[src/design/salc_ram.sv]
// Generic single-write, single-read RAM with a registered read port.
module salc_ram #(
   parameter int WIDTH = 32,
   parameter int DEPTH = 64,
   localparam int ADDR_BITS = $clog2(DEPTH)
) (
   input  logic                 clock,
   input  logic                 wr_en,
   input  logic [ADDR_BITS-1:0] wr_addr,
   input  logic [WIDTH-1:0]     wr_data,
   input  logic                 rd_en,
   input  logic [ADDR_BITS-1:0] rd_addr,
   output logic [WIDTH-1:0]     rd_data
);

   logic [WIDTH-1:0] mem_ff [DEPTH];
   logic [WIDTH-1:0] rd_data_ff;

   always_ff @(posedge clock) begin
      if (wr_en) begin
         mem_ff[wr_addr] <= wr_data;
      end
      if (rd_en) begin
         rd_data_ff <= mem_ff[rd_addr];
      end
   end

   assign rd_data = rd_data_ff;

endmodule

[config.mk]
export PLATFORM = sky130hd
export DESIGN_NAME = salc_ram
export DESIGN_NICKNAME = d
export VERILOG_FILES = /design/src/design/salc_ram.sv
export SDC_FILE = /design/constraint.sdc
export NUM_CORES = 2
export LEC_CHECK = 0
export BUFFER_PORTS_ARGS = -buffer_cell sky130_fd_sc_hd__buf_2
export CORE_MARGIN = 5
export CORE_UTILIZATION = 46
export CTS_BUF_LIST = sky130_fd_sc_hd__clkbuf_16
export DETAILED_ROUTE_END_ITERATION = 12
export PLACE_DENSITY = 0.7
export REMOVE_ABC_BUFFERS = 1
export SYNTH_ARGS = -nofsm -noshare
export SYNTH_HDL_FRONTEND = slang
export SYNTH_SLANG_ARGS = --single-unit
[constraint.sdc]
create_clock -name clock -period 3.91 [get_ports clock]
set_input_delay 0.1955 -clock clock [delete_from_list [all_inputs] [get_ports clock]]
set_output_delay 0.1955 -clock clock [all_outputs]
set_load 0.05 [all_outputs]
# Word-level counts from Yosys, hierarchy flattened
# Memory sizes are Yosys's and may differ from the RTL's. A register that Yosys moved wholly into a read port is not among the register bits.
# Cells that the tools add are included.
[totals]
register_bits = 0
ram_bits = 2048
inputBits = 47
n_memories = 1
[memory_table]
columns = ["name", "words", "word_bits", "rd", "rd_ports_with_merged_regs", "write_ports", "line_no", "text"]
rows = [
  ["mem_ff", 64, 32, 1, 1, 1, "16", "logic [WIDTH-1:0] mem_ff [DEPTH];"],
]
[op_classes]
n_mux = 2
[op_table]
columns = ["op", "count"]
rows = [
  ["$mux W1", 2],
]

# Logic depth before layout (Yosys ltp)
[depth]
word_depth = 2
depth_mapped = 10
mapped_depth_nobuf = 5

# Least setup slack after synthesis
# No wires, ideal clock.
[synth_path]
path_kind = "input port to flip-flop"
from = "input port wr_addr[3]"
to = "memory mem_ff[48][0], enable pin"
arrival_ns = 2.894
path_slack_ns = 0.555
path_stages = 4
path_buffers = 1
path_cell_list = "clkbuf_1 -> nor2b_1 -> nand4b_1 -> nor3_1"
[synth_lines]
columns = ["item", "line_no", "text"]
rows = [
  ["from (decl)", "9", "input logic [ADDR_BITS-1:0] wr_addr,"],
  ["to (decl)", "16", ""],
]
# Straight into the memory's write port.

==> flow_summary_export.csv <==
group,metric,value,unit
worst_setup_path,cp_num_cells,8,
timing,finClkSkew,21.66,ps
grt,grt_use_total,0.2174,
cells_and_area,fin_area,0.08926,mm2
worst_setup_path,critical_path_required,4460,ps
clocking,cts_buffer_depth,3,
yosys,ys_warn_count,0,
route,highest_layer,"met5",
place,hpwl,105900,um
worst_setup_path,start_kind,"primary input",
place,port_buffers,78,
yosys,synth_area_leaders,"edfxtp_1 79%, mux4_2 16%, mux2i_1 1.2%, o22ai_1 0.67%, nor2_1 0.65%",
cells_and_area,stdcell_count,5981,
floorplanning,rows,152,
timing,fin_tns_setup,0,ps
place,gp_congestion,0.7631,
floorplanning,boundaryPins,79,
worst_setup_path,crit_path_max_fanout,34,
yosys,synth-seq-area-share,0.7923,
flow_run,maxCapViolCount,0,
timing,hold_slack,61.40,ps
clocking,htree_levels,4,
cells_and_area,layout.nets,3629,
worst_setup_path,crit_type,"in -> reg",
route,met1_length,73290,um
power_and_ir_drop,ir_worst_vdd,309.6,uV
timing,slew_viol_final,0,
floorplanning,start_util,0.4611,
yosys,yosys.area.top_type_share,0.7923,
cells_and_area,area_growth,13.23,%
clocking,cts_tree,"done",
timing,max_clock_freq,394.6,MHz
route,avgRoutedWirePerCell,32.60,um
outcome,outcome,"completed",
clocking,cts-buffers-inserted,191,
grt,grt_pass1_vias,37848,
timing,finalCritPeriodShare,0.6481,
clocking,cts_setup_buffers,0,
yosys,syn-cell-area,0.07884,mm2
timing,hold_viol_final,0,
worst_setup_path,worst_ep_arrival_time,3080,ps
worst_setup_path,crit_family,"buffers and inverters",
worst_setup_path,worst_r2r_path_depth,5,
floorplanning,coreArea,0.1710,mm2
yosys,avgSynthCellArea,23.72,um2
timing,setup_viol,0,
route,drt-total-wl,195000,um
grt,grt_max_degree,70,
clocking,clkSinkCount,2080,
hold_path,whs_path_depth,2,
worst_setup_path,critPathMostFrequentCell,"a21oi_1",
grt,antenna_found_initial,14,
route,via_count,37426,
cells_and_area,fin_util,0.5221,
timing,fin_crit,2534,ps
route,postRouteAntennaNets,0,
route,drt-vias-per-instance,6.257,
cells_and_area,drive_above_1_share,0.2987,
place,placed_area,0.08323,mm2
timing,worst_slew_pin_slew,1288,ps
yosys,ys_seq_elements,2080,
grt,grt_pass1_wl,279200,um
route,first_iter_violations,4771,
clocking,clkTransAtPathRegs,60,ps
yosys,synth_largest_area_cell,"edfxtp_1",
power_and_ir_drop,p_leak,27.80,nW
route,wl_met3,18090,um
floorplanning,die-width,424.0,um
route,firstDrtPassIters,5,
clocking,clock_latency,820,ps
power_and_ir_drop,p_per_area,504.0,mW/mm2
timing,max_slew_margin,0.1413,
floorplanning,dieArea,0.1798,mm2
clocking,root_buffer,"clkbuf_16",
route,drc_errors,0,
timing,grt_setup_unrepaired,"no",
worst_setup_path,cpPeakStageDelay,550,ps
yosys,syn-instance-count,3324,
hold_path,hold_path.class,"in -> reg",
worst_setup_path,crit_path_end_kind,"flip-flop",
yosys,synth.distinct_cells,33,
route,routed-wl-met2,98160,um
grt,grt.overflow.total,0,
worst_setup_path,cp.buffers_inverters,3,
place,dp_cells,5618,
floorplanning,die_y,424.0,um
worst_setup_path,cp_cell_sequence,"buf_8 > buf_12 > buf_4 > mux4_2 > mux2i_1 > a21oi_1 > a21oi_1 > nor2_1",
worst_setup_path,crit_path_top_delay_cell,"a21oi_1",
## cells by family after synthesis
group / synth area share
mux: 0.1672
simple gates: 0.01260
compound gates: 0.01666
flops: 0.7923
buf+inv: 0.01124
## report_power, final
group | switching [mW] | internal [mW]
clock | 8.01 | 9.82
sequential | 0.0890 | 24.7
combinational | 1.48 | 0.838
total | 9.58 | 35.4
## placed cells by master (no fill, tap or decap), drive strengths merged, types with 2 or more instances in the layout
cell / instances
o32ai: 4
a21oi: 62
or3b: 5
mux4: 544
inv: 55
mux2i: 93
nand3b: 5
nand2b: 8
clkinvlp: 4
nor2: 137
diode: 8
or3: 3
or2: 3
edfxtp: 2080
bufinv: 11
a22oi: 12
clkbuf: 196
dlygate4sd3: 4
nand3: 5
nand2: 26
o22ai: 84
o221ai: 27
buf: 243
nand4: 2
clkinv: 85
a311oi: 8
a41o: 4
nor3: 7
nor2b: 15
and3: 4
and2: 2
## state kept, by name, indices dropped and copies added, names as in the netlist
name     flops
rd_data     32
mem_ff    2048
## path summary, 6_finish.rpt
| kind | end | from | slack (ps) |
|---|---|---|---|
| worst max-delay path | rd_data[16]$_DFFE_PP_ | rd_addr[0] | 1380 |
| worst min-delay path | mem_ff[23][11]$_DFFE_PP_ | wr_data[11] | 60 |
| worst max register to register | rd_data[16]$_DFFE_PP_ | mem_ff[46][16]$_DFFE_PP_ | 1600 |
| worst min register to register | rd_data[4]$_DFFE_PP_ | mem_ff[13][4]$_DFFE_PP_ | 830 |
## per-stage QoR
step           setup WS, ps  power, mW
6_report               1376      44.98
4_1_cts                1375      45.26
3_3_place_gp          450.0      27.59
5_1_grt                1330      46.34
2_1_floorplan         706.8      26.28
3_5_place_dp          487.9      27.63
## layout make-up
| class | count | area, um2 |
|---|---|---|
| fill | 12607 | 81710 |
| antenna | 8 | 20.02 |
| multi-input combinational | 1062 | 15970 |
| sequential | 2080 | 62460 |
| clock buffer | 196 | 4905 |
| tap | 2233 | 2794 |
| timing repair buffer | 247 | 2046 |
| clock inverter | 155 | 1070 |
## synth_stat cells
| library cell | n |
|---|---|
| clkbuf_1 | 74 |
| or2_1 | 1 |
| o32ai_1 | 4 |
| mux4_2 | 544 |
| a41o_1 | 4 |
| a21oi_1 | 62 |
| nor2_1 | 137 |
| or3b_1 | 2 |
| or3b_2 | 3 |
| nand3_1 | 5 |
| nand4b_1 | 1 |
| nand2_1 | 26 |
| or2_2 | 1 |
| buf_1 | 21 |
| a311oi_1 | 8 |
| buf_2 | 57 |
| a22oi_1 | 12 |
| or2_0 | 1 |
| nand3b_1 | 5 |
| o22ai_1 | 84 |
| and3_1 | 4 |
| edfxtp_1 | 2080 |
| or3_1 | 3 |
| nand2b_1 | 8 |
| and2_1 | 2 |
| o221ai_1 | 27 |
| mux2i_1 | 93 |
| buf_6 | 5 |
| nor2b_1 | 15 |
| nor3_1 | 7 |
| buf_4 | 25 |
| a31oi_1 | 1 |
| nand4_1 | 2 |
## metal layers
layer | GRT usage | up-vias
met1 | 0.3008 | 20187
met3 | 0.03586 | 330
met2 | 0.3618 | 2093
met5 | 0 | -
li1 | - | 14804
met4 | 0.06261 | 12
## repair_timing
item                       in CTS  in global routing
setup endpoints to repair       0                  0
hold buffers                    4                  0
gates resized for setup         0                  0
hold endpoints to repair       68                  0
(Power assumes the default switching activity.)
